**config.mk**
```make
export PLATFORM = sky130hd
export DESIGN_NAME = led_status_blink_sequencer
export DESIGN_NICKNAME = d
export VERILOG_FILES = /design/src/rtl/lsbs_pkg.sv /design/src/rtl/led_status_blink_sequencer.sv
export SDC_FILE = /design/constraint.sdc
export NUM_CORES = 1
export LEC_CHECK = 0
export ABC_AREA = 1
export BUFFER_PORTS_ARGS = -buffer_cell sky130_fd_sc_hd__buf_4
export CAP_MARGIN = 20
export CORE_MARGIN = 8
export CORE_UTILIZATION = 60
export CTS_BUF_LIST = sky130_fd_sc_hd__clkbuf_16
export CTS_CLUSTER_SIZE = 10
export DETAILED_ROUTE_END_ITERATION = 6
export PLACE_DENSITY = 0.83
export RECOVER_POWER = 50
export SETUP_SLACK_MARGIN = 0.15
export SKIP_CTS_REPAIR_TIMING = 1
export SLEW_MARGIN = 10
export SYNTH_ARGS = -nofsm -noshare
export SYNTH_HDL_FRONTEND = slang
export SYNTH_SLANG_ARGS = --single-unit
```
**constraint.sdc**
```tcl
create_clock -name clock -period 6.6 [get_ports clock]
set_input_delay 1.98 -clock clock [delete_from_list [all_inputs] [get_ports clock]]
set_output_delay 1.98 -clock clock [all_outputs]
set_load 0.02 [all_outputs]
```
**src/rtl/lsbs_pkg.sv**
```systemverilog
// ----------------------------------------------------------------------------
// LED status blink sequencer package
// Mode codes, LED bit positions and register defaults shared by the sequencer.
// ----------------------------------------------------------------------------
package lsbs_pkg;

   localparam int PERIOD_W  = 16;
   localparam int ELAPSED_W = 17;
   localparam int CSR_IDX_W = 1;

   localparam logic [PERIOD_W-1:0] PERIOD_RESET = PERIOD_W'(250);

   // Register indexes on the configuration port.
   localparam logic [CSR_IDX_W-1:0] CSR_BLINK_PERIOD = 1'b0;
   localparam logic [CSR_IDX_W-1:0] CSR_ALARM_PERIOD = 1'b1;

   // Input kinds carried in tuser.
   localparam logic OP_TICK    = 1'b0;
   localparam logic OP_COMMAND = 1'b1;

   typedef enum logic [2:0] {
      MODE_OFF          = 3'd0,
      MODE_OPENING      = 3'd1,
      MODE_SHUTTING     = 3'd2,
      MODE_WIFI_ERROR   = 3'd3,
      MODE_SERVER_ERROR = 3'd4,
      MODE_BATTERY      = 3'd5,
      MODE_ALARM        = 3'd6,
      MODE_SLEEP        = 3'd7
   } mode_type;

   typedef enum logic [1:0] {
      PHASE_IDLE  = 2'd0,
      PHASE_FIRST = 2'd1,
      PHASE_DARK  = 2'd2,
      PHASE_LAST  = 2'd3
   } phase_type;

   // LED drive bits: red in bit 0, green in bit 1, blue in bit 2.
   localparam logic [2:0] LED_NONE = 3'b000;
   localparam logic [2:0] LED_R    = 3'b001;
   localparam logic [2:0] LED_G    = 3'b010;
   localparam logic [2:0] LED_B    = 3'b100;

endpackage

```
**src/rtl/led_status_blink_sequencer.sv**
```systemverilog
// ----------------------------------------------------------------------------
// LED status blink sequencer
// Turns status commands and millisecond ticks into RGB LED drive and mode.
// ----------------------------------------------------------------------------
// Every accepted word (a tick or a status command) yields exactly one result
// word in the next cycle, and a new word is taken in every cycle as long as the
// result register is empty or being drained. The rate is set by the single
// state update path: a 17-bit saturating increment, a 17-bit compare against
// each of the two periods and a small mode/phase decision feeding the state
// and result registers.
module led_status_blink_sequencer (
   input  logic                            clock,
   input  logic                            reset,
   // Input words.
   input  logic                            req_tvalid,
   output logic                            req_tready,
   input  logic [7:0]                      req_tdata,   // [2:0] status_code, rest zero
   input  logic [0:0]                      req_tuser,   // [0] opcode
   // Result words.
   output logic                            rsp_tvalid,
   input  logic                            rsp_tready,
   output logic [7:0]                      rsp_tdata,   // [0] red_on, [1] green_on,
                                                        // [2] blue_on, [5:3] current_mode
   // Configuration.
   input  logic                            csr_we,
   input  logic [lsbs_pkg::CSR_IDX_W-1:0]  csr_index,
   input  logic [lsbs_pkg::PERIOD_W-1:0]   csr_wdata
);
   import lsbs_pkg::*;

   logic [PERIOD_W-1:0]  blink_period_ff, alarm_period_ff;
   mode_type             mode_ff, mode_in;
   phase_type            phase_ff, phase_in;
   logic [ELAPSED_W-1:0] elapsed_ff, elapsed_in, elapsed_inc;
   logic [2:0]           led_ff, led_in;
   logic                 rsp_valid_ff, rsp_valid_in;
   logic [7:0]           rsp_data_ff, rsp_data_in;
   logic                 accept;
   logic                 blink_due, alarm_due;

   assign req_tready = !rsp_valid_ff || rsp_tready;
   assign accept     = req_tvalid && req_tready;
   assign rsp_tvalid = rsp_valid_ff;
   assign rsp_tdata  = rsp_data_ff;

   always_ff @(posedge clock) begin
      if (reset) begin
         blink_period_ff <= PERIOD_RESET;
         alarm_period_ff <= PERIOD_RESET;
      end else if (csr_we) begin
         unique case (csr_index)
            CSR_BLINK_PERIOD: blink_period_ff <= csr_wdata;
            CSR_ALARM_PERIOD: alarm_period_ff <= csr_wdata;
            default: ;
         endcase
      end
   end

   assign elapsed_inc = (elapsed_ff == {ELAPSED_W{1'b1}}) ? elapsed_ff
                                                          : elapsed_ff + 1'b1;
   assign blink_due   = elapsed_inc > {1'b0, blink_period_ff};
   assign alarm_due   = elapsed_inc > {1'b0, alarm_period_ff};

   always_comb begin
      mode_in    = mode_ff;
      phase_in   = phase_ff;
      elapsed_in = elapsed_ff;
      led_in     = led_ff;
      if (accept) begin
         if (req_tuser[0] == OP_COMMAND) begin
            unique case (mode_type'(req_tdata[2:0]))
               MODE_OPENING, MODE_SHUTTING, MODE_ALARM: begin
                  mode_in    = mode_type'(req_tdata[2:0]);
                  phase_in   = PHASE_FIRST;
                  elapsed_in = '0;
                  led_in     = (mode_type'(req_tdata[2:0]) == MODE_OPENING) ? LED_G : LED_R;
               end
               MODE_WIFI_ERROR: begin
                  mode_in = MODE_WIFI_ERROR;
                  led_in  = LED_R | LED_G;
               end
               MODE_SERVER_ERROR: begin
                  mode_in = MODE_SERVER_ERROR;
                  led_in  = LED_R | LED_B;
               end
               MODE_BATTERY: begin
                  mode_in = MODE_BATTERY;
                  led_in  = LED_R;
               end
               default: begin
                  // Off and sleep commands both just go dark in the off mode.
                  mode_in = MODE_OFF;
                  led_in  = LED_NONE;
               end
            endcase
         end else begin
            elapsed_in = elapsed_inc;
            if ((mode_ff == MODE_OPENING || mode_ff == MODE_SHUTTING) && blink_due) begin
               logic [2:0] lamp;
               lamp = (mode_ff == MODE_OPENING) ? LED_G : LED_R;
               unique case (phase_ff)
                  PHASE_FIRST: begin
                     led_in     = led_ff & ~lamp;
                     phase_in   = PHASE_DARK;
                     elapsed_in = '0;
                  end
                  PHASE_DARK: begin
                     led_in     = led_ff | lamp;
                     phase_in   = PHASE_LAST;
                     elapsed_in = '0;
                  end
                  PHASE_LAST: begin
                     led_in     = LED_NONE;
                     phase_in   = PHASE_IDLE;
                     mode_in    = (mode_ff == MODE_OPENING) ? MODE_OFF : MODE_SLEEP;
                     elapsed_in = '0;
                  end
                  default: ;
               endcase
            end else if (mode_ff == MODE_ALARM && alarm_due) begin
               unique case (phase_ff)
                  PHASE_FIRST: begin
                     led_in     = led_ff & ~LED_R;
                     phase_in   = PHASE_DARK;
                     elapsed_in = '0;
                  end
                  PHASE_DARK: begin
                     led_in     = led_ff | LED_R;
                     phase_in   = PHASE_FIRST;
                     elapsed_in = '0;
                  end
                  default: ;
               endcase
            end
         end
      end
   end

   always_comb begin
      rsp_valid_in = rsp_valid_ff;
      rsp_data_in  = rsp_data_ff;
      if (accept) begin
         rsp_valid_in = 1'b1;
         rsp_data_in  = {2'b00, mode_in, led_in};
      end else if (rsp_tready) begin
         rsp_valid_in = 1'b0;
      end
   end

   always_ff @(posedge clock) begin
      if (reset) begin
         mode_ff      <= MODE_OFF;
         phase_ff     <= PHASE_IDLE;
         elapsed_ff   <= '0;
         led_ff       <= LED_NONE;
         rsp_valid_ff <= 1'b0;
      end else begin
         mode_ff      <= mode_in;
         phase_ff     <= phase_in;
         elapsed_ff   <= elapsed_in;
         led_ff       <= led_in;
         rsp_valid_ff <= rsp_valid_in;
      end
   end

   always_ff @(posedge clock) begin
      rsp_data_ff <= rsp_data_in;
   end

   // The dark modes never light anything.
   a_off_dark: assert property (@(posedge clock) disable iff (reset)
      (mode_ff == MODE_OFF || mode_ff == MODE_SLEEP) |-> led_ff == LED_NONE)
      else $error("LED lit in off or sleep mode");

   // Alarm only ever toggles between its two phases and shows red at most.
   a_alarm_phase: assert property (@(posedge clock) disable iff (reset)
      mode_ff == MODE_ALARM |-> (phase_ff == PHASE_FIRST || phase_ff == PHASE_DARK))
      else $error("alarm mode left its blink phases");

   a_alarm_red: assert property (@(posedge clock) disable iff (reset)
      mode_ff == MODE_ALARM |-> (led_ff & ~LED_R) == LED_NONE)
      else $error("alarm mode drives a color other than red");

   // A result that is still waiting keeps the block from taking a new word
   // unless the sink takes the result in the same cycle.
   a_no_overrun: assert property (@(posedge clock) disable iff (reset)
      (rsp_valid_ff && !rsp_tready) |-> !req_tready)
      else $error("input taken while result register is blocked");

   // State changes only when a word is accepted.
   a_state_hold: assert property (@(posedge clock) disable iff (reset)
      !accept |=> $stable(mode_ff) && $stable(phase_ff) && $stable(led_ff))
      else $error("state changed without an input word");

endmodule
```
==> Word level (Yosys, flattened, before mapping) <==
Cells that the tools add are included.
{ "classes": {"muxes": 30, "addsub": 1, "reduce_logical": 17, "eq_ne": 14, "bitwise": 4, "n_lt_le_gt_ge": 2} }
{ "ops": {"columns": ["cell", "count"], "rows": [
  ["2-to-1 mux 17 bit", 7],
  ["> comparator 17 x 16 -> 1 bit", 2],
  ["2-to-1 mux 3 bit", 8],
  ["case mux 3 bit (4 select lines)", 2],
  ["adder 17 x 1 -> 17 bit (second input constant)", 1],
  ["equality test 17 bit (second input constant)", 1],
  ["equality test 3 bit (second input constant)", 4],
  ["2-to-1 mux 2 bit", 6],
  ["equality test 3 x 2 -> 1 bit (second input constant)", 3],
  ["case mux 3 bit (3 select lines)", 1],
  ["nonzero test 4 bit", 2],
  ["equality test 3 x 1 -> 1 bit (second input constant)", 2],
  ["case mux 2 bit (3 select lines)", 1],
  ["AND reduction 2 bit", 3],
  ["OR reduction 3 bit", 2],
  ["AND reduction 5 bit", 1],
  ["equality test 2 bit (second input constant)", 2],
  ["case mux 2 bit (2 select lines)", 1],
  ["AND 3 bit", 1],
  ["logical AND 1 bit", 3],
  ["2-to-1 mux 1 bit", 3],
  ["inverter 2 -> 3 bit", 1],
  ["OR 3 x 2 -> 3 bit", 1],
  ["nonzero test 3 bit", 1],
  ["8 further kinds", 9]
]} }
{ "word_totals": {"ff_bits": 64, "out_inout_bits": 10} }

==> Longest topological paths before layout <==
Gate-level depths: netlist of run 1.
{ "depth": {"word_depth": 8, "ltp_mapped": 24} }

==> Worst setup path after synthesis of run 1 <==
No wires, ideal clock.
{ "synth_path": {"kind": "input -> output", "start": "in rsp_tready", "end": "out req_tready", "stages": 2, "arrival_ns": 2.176, "setup_slack_ns": 2.444, "path_cell_list": "inv_1 > nand2_1"} }
{ "synth_via": {"elab_chain_cells": 1} }
{ "synth_lines": {"columns": ["item", "line", "text"], "rows": [
  ["start, declared", "led_status_blink_sequencer.sv:21", "input logic rsp_tready,"],
  ["logical OR 1 bit", "led_status_blink_sequencer.sv:41", "assign req_tready = !rsp_valid_ff || rsp_tready;"],
  ["end, declared", "led_status_blink_sequencer.sv:16", "output logic req_tready,"]
]} }
Every way passes these cells.

==> Final worst setup path of run 1 <==
Same ends and word-level chain as after synthesis.

==> results.tsv, run 1 <==
metric	value	unit
Area contributors post-synth	dfxtp_1 (29%), nand2_1 (13%), ha_1 (11%)	
worst min-delay path category	reg2reg	
Clock Path Buffers	2	
clk root buf	clkbuf_16	
largest net degree at the start of global routing	34	
Ys Warns	0	
Post-Synthesis Cells	567	
post-detailed-route count of antenna-violating nets	0	
vias	3802	
First DRT Iteration DRCs	303	
worst clock skew	0.00298	ns
Flop pwr share	44.4	%
Req. time, crit path	4.62	ns
GRT overflow	0	
Pint	702	uW
Area after DPL	4270	um^2
critical path endpoint category	output pin	
Fill cells	559	
final hold violations	0	
row cnt	30	
Final Critical Period	4.34	ns
Initial Util	60.6	%
met2 track demand over resource	35.4	%
Final Cell Area	4500	um^2
Clock Pin Slew Worst Setup and Hold Paths	0.05	ns
syn_area_per_cell	7.10	um^2
hold_sp	alarm_period_ff[14]$_SDFFE_PP0P_	
Power Density	211	nW/um^2
# clock sinks	64	
CP max FO	3	
reg2reg setup slack	2.77	ns
met1 global-route usage	22.3	%
die width	97.9	um
largest area contributor in the netlist	dfxtp_1	
layout cells sized above 1	9.87	%
# diodes	0	
most frequent cells in the layout	nand2_1 (142), inv_1 (77), dfxtp_1 (58)	
TritonCTS clock tree	yes	
Yosys top cell area share	28.8	%
die span in y	97.9	um
crit path from	rsp_tready	
Max Fclk	230	MHz
Yosys reg bits	64	
drt drc	0	
Fin Setup TNS	0	ns
RePlAce Congestion	0.939	
critical path capture point	req_tready	
maximum vdd drop	0.160	mV
NetSw	248	uW
register area	1340	um^2
post-DP HPWL	6920	um
Top Usage Layer GRT	met2	
WL per Instance	14.2	um
post-synthesis sequential area ratio	33.3	%
Max-Slew Margin vs Limit	22.3	%
H-tree Lvls	3	
commonest non-fill, non-tap cell in the layout	nand2_1	
First-pass DRT Iterations	5	
post-synthesis cell area	4030	um^2
initial antenna violation count	0	
area occupied by multi-input gates	2280	um^2
PortBufs	33	
GRT Overall Usage	20.4	%
Distinct cells, synth	36	
io pins	41	
global routing usage on met3	5.05	%
status	finished, final reports clean	
clock power share	43.0	%
worst endpoint data arrival time	2.36	ns
Num CTS Buffers	9	
core area	6640	um^2
r2r startpoint	elapsed_ff[1]$_SDFFE_PP0P_	
CP Class	in2out	
vias in the first global route	3652	
routed wire length	9640	um
nets@finish	661	
Die ar.	9590	um^2
RSZ-0062 raised after global routing	false	
Final Setup Violations	0	
Max Cap Viol	0	
Area Overhead vs Synth	11.8	%
Startpoint Class	input port	
clk_lat worst skew	0.33	ns
Comb pwr share	12.6	%
Net Sw Frac	26.1	%
worst reg2reg path depth	21	
Slew @ Worst Pin	1.17	ns
final cycle utilization of the critical path	65.8	%
first-pass GRT wire length	16100	um
Static Leak	2.17	nW
FF-to-FF End	rsp_tdata[0]$_DFFE_PP_	
Slew Limit Fails	0	
Via density	5.61	
==> layout make-up <==
type	instances	area share [%]
Clock buffer	9	5.00
Inverter	80	6.73
Tap cell	80	2.22
Multi-Input combinational cell	404	50.6
Clock inverter	7	0.695
Sequential cell	64	29.8
Timing Repair Buffer	34	4.92
==> power by group through the flow <==
stage               Combinational [mW]  Sequential (mW)  Clock, mW
floorplan                       0.0786            0.432          0
global placement                 0.115            0.429          0
detailed placement               0.120            0.430          0
CTS                              0.122            0.422      0.414
global route                     0.135            0.423      0.430
finish                           0.119            0.422      0.408
==> metal layers <==
| metal | share of wire, % | up-vias | wire length (um) |
|---|---|---|---|
| met5 | 0 | - | 0 |
| met4 | 2.8 | 0 | 270 |
| met3 | 6.2 | 26 | 594 |
| met2 | 50 | 129 | 4810 |
| met1 | 41 | 1741 | 3970 |
| li1 | - | 1906 | - |
==> flip-flops by register name, indices dropped and copies added, names as in the netlist <==
register         cells
rsp_tvalid           1
alarm_period_ff     16
rsp_tdata            6
mode_ff              3
led_ff               3
blink_period_ff     16
phase_ff             2
elapsed_ff          17
==> synth_stat cells <==
cell      instances
conb_1            1
nor3_1            9
o21a_1            1
o211ai_1         12
edfxtp_1          6
buf_6             3
clkinv_1          2
buf_2             1
inv_2             2
inv_1            75
nand2_1         142
a31o_2            1
inv_4             1
nand2_2           7
nor4_1            3
xor2_1            8
nand3_1          17
nor2_1           39
nand3b_1          2
a21oi_1          56
ha_1             37
a21oi_4           2
clkbuf_1         14
nor2_8            1
nand3_2           2
xnor2_1           5
and2_1            1
nor2_4            1
buf_4             2
o21bai_1          1
nor2_2            1
nand4_1          21
o21ai_0          29
dfxtp_1          58
a21o_1            1
nand2_4           3
==> critical path, cell delays in order <==
cell	delay, ns
clkbuf_4	0.11
inv_1	0.04
nand2_1	0.07
buf_4	0.17
==> worst min path at each step <==
| stage | end | slack [ns] | cells after the start |
|---|---|---|---|
| finish | alarm_period_ff[14]$_SDFFE_PP0P_ | 0.46 | 2 |
| global route | blink_period_ff[15]$_SDFFE_PP0P_ | 0.49 | 2 |
| CTS | blink_period_ff[11]$_SDFFE_PP0P_ | 0.47 | 2 |
| detailed placement | blink_period_ff[11]$_SDFFE_PP0P_ | 0.46 | 2 |
| global placement | blink_period_ff[15]$_SDFFE_PP0P_ | 0.44 | 2 |
| floorplan | alarm_period_ff[10]$_SDFFE_PP0P_ | 0.44 | 2 |
==> stage by stage <==
step	setup slack (ns)	hold slack [ns]	utilization, %	instances	total power, mW
floorplan	2.44	0.435	-	568	0.511
global placement	2.27	0.445	64.3	661	0.544
detailed placement	2.26	0.457	64.3	661	0.550
CTS	2.26	0.465	68.2	677	0.958
global route	2.21	0.487	67.8	678	0.988
finish	2.26	0.463	67.8	678	0.949
==> logic make-up after synthesis <==
group                    after synthesis  share of synthesized area, %
other                                  1                        0.0931
AND/OR/NAND/NOR                      249                          27.7
buffers and inverters                100                          10.2
XOR/XNOR                              13                          2.83
adder cells (fa/ha/maj)               37                          11.5
AO/OA/AOI/OAI                        103                          14.4
flip-flops                            64                          33.3
(Power assumes the default switching activity.)
==> inputs of run 2 (changes only) <==
--- a/config.mk
+++ b/config.mk
@@ -9,11 +9,11 @@
 export BUFFER_PORTS_ARGS = -buffer_cell sky130_fd_sc_hd__buf_4
 export CAP_MARGIN = 20
 export CORE_MARGIN = 8
-export CORE_UTILIZATION = 60
+export CORE_UTILIZATION = 54
 export CTS_BUF_LIST = sky130_fd_sc_hd__clkbuf_16
 export CTS_CLUSTER_SIZE = 10
 export DETAILED_ROUTE_END_ITERATION = 6
-export PLACE_DENSITY = 0.83
+export PLACE_DENSITY = 0.79
 export RECOVER_POWER = 50
 export SETUP_SLACK_MARGIN = 0.15
 export SKIP_CTS_REPAIR_TIMING = 1
==> constraint.sdc (replaced) <==
create_clock -name clock -period 3.9 [get_ports clock]
set_input_delay 1.17 -clock clock [delete_from_list [all_inputs] [get_ports clock]]
set_output_delay 1.17 -clock clock [all_outputs]
set_load 0.02 [all_outputs]
==> run 2 against run 1 <==
Compared with the run above: clock-buffer cell count stayed put; wire length is 1.1% higher; first-iteration DRC count is 17% lower; final cell count is 3.4% higher; clock skew is 0.0025 ns higher; global-route usage is 0.64 points lower; utilization is 4.0 points lower; worst hold slack better by 0.0030 ns; sequential share of layout area is 0.81 points lower; sequential power is 69% higher; critical path type is now reg2reg; largest cell class unchanged.
==> results.tsv, run 2 (synthesis results as in run 1) <==
metric	value	unit	change
vias in the first global route	3714		was 3652
initial antenna violation count	0		unchanged
Initial Util	55.5	%	was 60.6%
Startpoint Class	flip-flop		was input port
Final Critical Period	3.37	ns	
Static Leak	2.22	nW	was 2.17 nW
FF-to-FF End	rsp_tdata[0]$_DFFE_PP_		unchanged
CP max FO	12		was 3
Slew @ Worst Pin	1.26	ns	was 1.17 ns
clk root buf	clkbuf_16		unchanged
worst clock skew	0.00547	ns	was 0.00298 ns
clk_lat worst skew	0.33	ns	about the same
maximum vdd drop	0.276	mV	was 0.160 mV
Regs by FF count	elapsed_ff x17, alarm_period_ff x16, blink_period_ff x16		unchanged
fin util	63.8	%	was 67.8%
Clock Pin Slew Worst Setup and Hold Paths	0.06	ns	was 0.05 ns
post-DP HPWL	7050	um	was 6920 um
nets@finish	665		was 661
layout cells sized above 1	11.0	%	was 9.87%
Die ar.	10500	um^2	was 9590 um^2
PortBufs	33		unchanged
hold_sp	blink_period_ff[12]$_SDFFE_PP0P_		was alarm_period_ff[14]$_SDFFE_PP0P_
GRT overflow	0		unchanged
Max Fclk	297	MHz	
Area Overhead vs Synth	14.9	%	was 11.8%
# diodes	0		unchanged
post-detailed-route count of antenna-violating nets	0		unchanged
worst endpoint data arrival time	3.46	ns	was 2.36 ns
Final Cell Area	4630	um^2	was 4500 um^2
# clock sinks	64		unchanged
First-pass DRT Iterations	5		unchanged
critical path endpoint category	flip-flop		was output pin
row cnt	31		was 30
Num CTS Buffers	9		unchanged
commonest non-fill, non-tap cell in the layout	nand2_1		unchanged
status	finished, final reports clean		unchanged
Final Setup Violations	0		unchanged
Slew Limit Fails	0		unchanged
Area after DPL	4330	um^2	was 4270 um^2
Max Cap Viol	0		unchanged
routed wire length	9750	um	was 9640 um
r2r startpoint	elapsed_ff[0]$_SDFFE_PP0P_		was elapsed_ff[1]$_SDFFE_PP0P_
most flop-heavy register	elapsed_ff		unchanged
H-tree Lvls	3		unchanged
CP Class	reg2reg		was in2out
final cycle utilization of the critical path	86.4	%	
max FFs per register	17		unchanged
Max-Slew Margin vs Limit	16.1	%	was 22.3%
largest net degree at the start of global routing	34		unchanged
Req. time, crit path	3.99	ns	was 4.62 ns
most frequent cells in the layout	nand2_1 (141), inv_1 (75), dfxtp_1 (58)		was nand2_1 (142), inv_1 (77), dfxtp_1 (58)
final hold violations	0		unchanged
Final Non-Filler Cells	701		was 678
vias	3826		was 3802
Fin Setup TNS	0	ns	unchanged
WL per Instance	13.9	um	was 14.2 um
io pins	41		unchanged
First DRT Iteration DRCs	252		was 303
RSZ-0062 raised after global routing	false		unchanged
Power Density	384	nW/um^2	was 211 nW/um^2
RePlAce Congestion	0.907		was 0.939
Hold EP	blink_period_ff[12]$_SDFFE_PP0P_		was alarm_period_ff[14]$_SDFFE_PP0P_
Worst Hold Depth	2		unchanged
TritonCTS clock tree	yes		unchanged
Fill cells	645		was 559
Via density	5.46		was 5.61
reg2reg setup slack	0.53	ns	was 2.77 ns
worst min-delay path category	reg2reg		unchanged
drt drc	0		unchanged
die span in y	102	um	was 97.9 um
dpl cells	685		was 661
first-pass GRT wire length	16400	um	was 16100 um
die width	102	um	was 97.9 um
Clock Path Buffers	2		unchanged
GRT Overall Usage	19.7	%	was 20.4%
core area	7250	um^2	was 6640 um^2
worst reg2reg path depth	21		unchanged
==> run 2: cell count changes in the layout (fill, tap and decap cells not counted), sizes merged <==
| cell | delta |
|---|---|
| buf | +4 |
| bufinv | +2 |
| clkinv | -2 |
| clkinvlp | +1 |
| inv | -1 |
==> run 2: metrics by stage <==
step	power [mW]	setup WS [ns]	hold slack, ns
after global routing	1.85	0.189	0.492
after global placement	0.924	0.482	0.453
after detailed placement	0.933	0.427	0.459
final	1.78	0.529	0.466
after CTS	1.79	0.387	0.468
after floorplan	0.865	0.972	0.435
==> run 2: final cells by class <==
type / count / area, um^2 / share of cell area, %
Multi-Input combinational cell: 404 / 2290 / 49.4
Sequential cell: 64 / 1340 / 29.0
Inverter: 80 / 303 / 6.54
Timing Repair Buffer: 38 / 251 / 5.44
Clock buffer: 9 / 225 / 4.87
Tap cell: 99 / 124 / 2.68
Clock inverter: 7 / 95.1 / 2.06
==> run 2: worst max-delay path by stage <==
stage / endpoint / start / slack (ns)
finish: rsp_tdata[0]$_DFFE_PP_ / elapsed_ff[0]$_SDFFE_PP0P_ / 0.53
global route: rsp_tdata[2]$_DFFE_PP_ / elapsed_ff[0]$_SDFFE_PP0P_ / 0.19
CTS: rsp_tdata[0]$_DFFE_PP_ / elapsed_ff[0]$_SDFFE_PP0P_ / 0.39
detailed placement: rsp_tdata[0]$_DFFE_PP_ / elapsed_ff[0]$_SDFFE_PP0P_ / 0.43
global placement: rsp_tdata[0]$_DFFE_PP_ / elapsed_ff[0]$_SDFFE_PP0P_ / 0.48
floorplan: rsp_tdata[2]$_DFFE_PP_ / elapsed_ff[0]$_SDFFE_PP0P_ / 0.97
==> run 2: power breakdown <==
group          internal [mW]  switching (mW)
clock                  0.559           0.301
combinational         0.0715           0.132
sequential             0.700          0.0131
total                   1.33           0.447
==> run 2: worst max-delay path, cell delays in order (launching register included) <==
cell	delay, ns
dfxtp_1	0.40
ha_1	0.21
inv_1	0.05
nor2_1	0.12
nand2_2	0.11
nor2_4	0.22
nand2_4	0.14
nand3_1	0.14
nor2_1	0.06
xor2_1	0.17
ha_1	0.31
nand2_1	0.08
nor2_1	0.11
nand3b_1	0.12
nor2_1	0.21
a21oi_4	0.09
nand2_2	0.22
nand2_1	0.09
nand3_1	0.08
nand2_1	0.06
nand2_1	0.07
nand2_1	0.05
==> run 2: metal layers <==
| metal | track usage (%) | wire (um) | vias to the layer above |
|---|---|---|---|
| li1 | - | - | 1915 |
| met1 | 22.2 | 4090 | 1738 |
| met2 | 33.3 | 4670 | 144 |
| met3 | 4.63 | 583 | 29 |
| met4 | 11.5 | 404 | 0 |
| met5 | 0 | 0 | - |
==> inputs of run 3 (changes only) <==
--- a/config.mk
+++ b/config.mk
@@ -9,14 +9,15 @@
 export BUFFER_PORTS_ARGS = -buffer_cell sky130_fd_sc_hd__buf_4
 export CAP_MARGIN = 20
 export CORE_MARGIN = 8
-export CORE_UTILIZATION = 54
-export CTS_BUF_LIST = sky130_fd_sc_hd__clkbuf_16
+export CORE_UTILIZATION = 55
+export CTS_BUF_LIST = sky130_fd_sc_hd__clkbuf_2
 export CTS_CLUSTER_SIZE = 10
 export DETAILED_ROUTE_END_ITERATION = 6
-export PLACE_DENSITY = 0.79
+export PLACE_DENSITY = 0.8
 export RECOVER_POWER = 50
 export SETUP_SLACK_MARGIN = 0.15
 export SKIP_CTS_REPAIR_TIMING = 1
+export SKIP_LAST_GASP = 1
 export SLEW_MARGIN = 10
 export SYNTH_ARGS = -nofsm -noshare
 export SYNTH_HDL_FRONTEND = slang
==> run 3 against run 2 <==
Compared with the run above: combinational power is essentially flat; clock skew is 0.028 ns higher; via count is 2.8% lower; flip-flop and latch count is the same; critical path type unchanged; critical endpoint is now elapsed_ff[12]$_SDFFE_PP0P_; clock power fell by 36%; highest routed layer unchanged; clock-buffer cell count unchanged; largest cell class unchanged; first-iteration DRC count grew 15%; critical path depth down 2; die area is 1.5% lower; power shrank 17%; utilization decreased by 1.1 points.
==> results.tsv, run 3 (synthesis results as in run 1) <==
metric	value	unit	change
Static Leak	2.17	nW	was 2.22 nW
final hold violations	0		unchanged
GRT Overall Usage	19.1	%	was 19.7%
first-pass GRT wire length	15800	um	was 16400 um
Die ar.	10300	um^2	was 10500 um^2
H-tree Lvls	3		unchanged
Max-Slew Margin vs Limit	17.9	%	was 16.1%
Power Density	326	nW/um^2	was 384 nW/um^2
status	finished, final reports clean		unchanged
max FFs per register	17		unchanged
Clock Path Buffers	2		unchanged
First-pass DRT Iterations	5		unchanged
largest net degree at the start of global routing	34		unchanged
routed wire length	9300	um	was 9750 um
Via density	5.31		was 5.46
Area Overhead vs Synth	11.8	%	was 14.9%
Max Cap Viol	0		unchanged
Initial Util	56.1	%	was 55.5%
most frequent cells in the layout	nand2_1 (141), inv_1 (75), dfxtp_1 (58)		unchanged
register area	1340	um^2	unchanged
Slew Limit Fails	0		unchanged
Final Setup Violations	0		unchanged
Fin Setup TNS	0	ns	unchanged
Startpoint Class	flip-flop		unchanged
commonest non-fill, non-tap cell in the layout	nand2_1		unchanged
worst clock skew	0.0334	ns	was 0.00547 ns
drt drc	0		unchanged
die width	102	um	about the same
final cycle utilization of the critical path	87.1	%	was 86.4%
Max Fclk	294	MHz	was 297 MHz
GRT overflow	0		unchanged
Final Critical Period	3.40	ns	was 3.37 ns
worst endpoint data arrival time	3.83	ns	was 3.46 ns
RePlAce Congestion	0.907		about the same
PortBufs	33		unchanged
layout cells sized above 1	12.3	%	was 11.0%
CP Class	reg2reg		unchanged
worst min-delay path category	reg2reg		unchanged
pre-CTS WS	0.489	ns	was 0.427 ns
vias in the first global route	3561		was 3714
Fill cells	644		was 645
# clock sinks	64		unchanged
row cnt	31		unchanged
area occupied by multi-input gates	2290	um^2	about the same
critical path endpoint category	flip-flop		unchanged
Regs by FF count	elapsed_ff x17, alarm_period_ff x16, blink_period_ff x16		unchanged
initial antenna violation count	0		unchanged
nets@finish	665		unchanged
# diodes	0		unchanged
post-DP HPWL	6950	um	was 7050 um
Clock Pin Slew Worst Setup and Hold Paths	0.19	ns	was 0.06 ns
Slew @ Worst Pin	1.23	ns	was 1.26 ns
Req. time, crit path	4.33	ns	was 3.99 ns
RSZ-0062 raised after global routing	false		unchanged
io pins	41		unchanged
most flop-heavy register	elapsed_ff		unchanged
Final Non-Filler Cells	701		unchanged
maximum vdd drop	0.226	mV	was 0.276 mV
clk_lat worst skew	0.53	ns	was 0.33 ns
CP max FO	10		was 12
core area	7180	um^2	was 7250 um^2
setup ws final	0.502	ns	was 0.529 ns
dpl cells	685		unchanged
clk root buf	clkbuf_2		was clkbuf_16
First DRT Iteration DRCs	291		was 252
vias	3719		was 3826
WL per Instance	13.3	um	was 13.9 um
fin util	62.7	%	was 63.8%
TritonCTS clock tree	yes		unchanged
post-detailed-route count of antenna-violating nets	0		unchanged
Num CTS Buffers	9		unchanged
die span in y	102	um	about the same
-- run 3: cell count changes in the layout (fill, tap and decap cells not counted), sizes merged --
cell      previous run  this run
bufinv               2         3
buf                 28        35
clkinvlp             1         0
clkinv               5         6
clkbuf              19        12
inv                 79        78
-- run 3: path summary, 6_finish.rpt --
check | from | to | slack, ns | depth (start not counted)
worst min-delay path | alarm_period_ff[15]$_SDFFE_PP0P_ | alarm_period_ff[15]$_SDFFE_PP0P_ | 0.48 | 2
worst max register to register | elapsed_ff[0]$_SDFFE_PP0P_ | elapsed_ff[12]$_SDFFE_PP0P_ | 0.50 | 19
worst max-delay path | elapsed_ff[0]$_SDFFE_PP0P_ | elapsed_ff[12]$_SDFFE_PP0P_ | 0.50 | 19
worst min register to register | alarm_period_ff[15]$_SDFFE_PP0P_ | alarm_period_ff[15]$_SDFFE_PP0P_ | 0.48 | 2
-- run 3: cell type report --
class,count,share of cell area (%)
Clock inverter,7,2.67
Clock buffer,9,1.00
Inverter,80,6.73
Multi-Input combinational cell,404,50.9
Tap cell,99,2.75
Sequential cell,64,29.8
Timing Repair Buffer,38,6.17
-- run 3: power by group --
part | switching [mW] | internal (mW) | total, mW
registers | 0.0131 | 0.700 | 0.713
logic | 0.129 | 0.0760 | 0.205
clock network | 0.274 | 0.277 | 0.551
total | 0.416 | 1.05 | 1.47
-- run 3: worst max-delay path, stage by stage, from the launching register on --
cell	delay [ns]
dfxtp_1	0.43
ha_1	0.21
inv_1	0.05
nor2_1	0.13
nand2_2	0.12
nor2_4	0.20
nand2_2	0.15
nand3_1	0.14
nor2_1	0.09
xor2_2	0.18
ha_1	0.32
nand2_1	0.08
nor2_1	0.13
nand3b_1	0.12
nor2_1	0.21
a21oi_4	0.09
nand2_2	0.19
buf_4	0.22
nand4_1	0.10
a21oi_1	0.15
-- run 3: routing by layer --
| metal | GRT usage (%) | wire, um | up-vias |
|---|---|---|---|
| met4 | 8.71 | 248 | 0 |
| li1 | - | - | 1910 |
| met1 | 22.1 | 3910 | 1673 |
| met5 | 0 | 0 | - |
| met3 | 4.81 | 572 | 25 |
| met2 | 32.2 | 4570 | 111 |
-- run 3: per-stage QoR --
stage          hold slack [ns]  power [mW]  instance area (um^2)
2_1_floorplan            0.435       0.865                  4030
3_3_place_gp             0.452       0.924                  4330
3_5_place_dp             0.459       0.932                  4330
4_1_cts                  0.482        1.48                  4500
5_1_grt                  0.507        1.54                  4500
6_report                 0.479        1.47                  4500
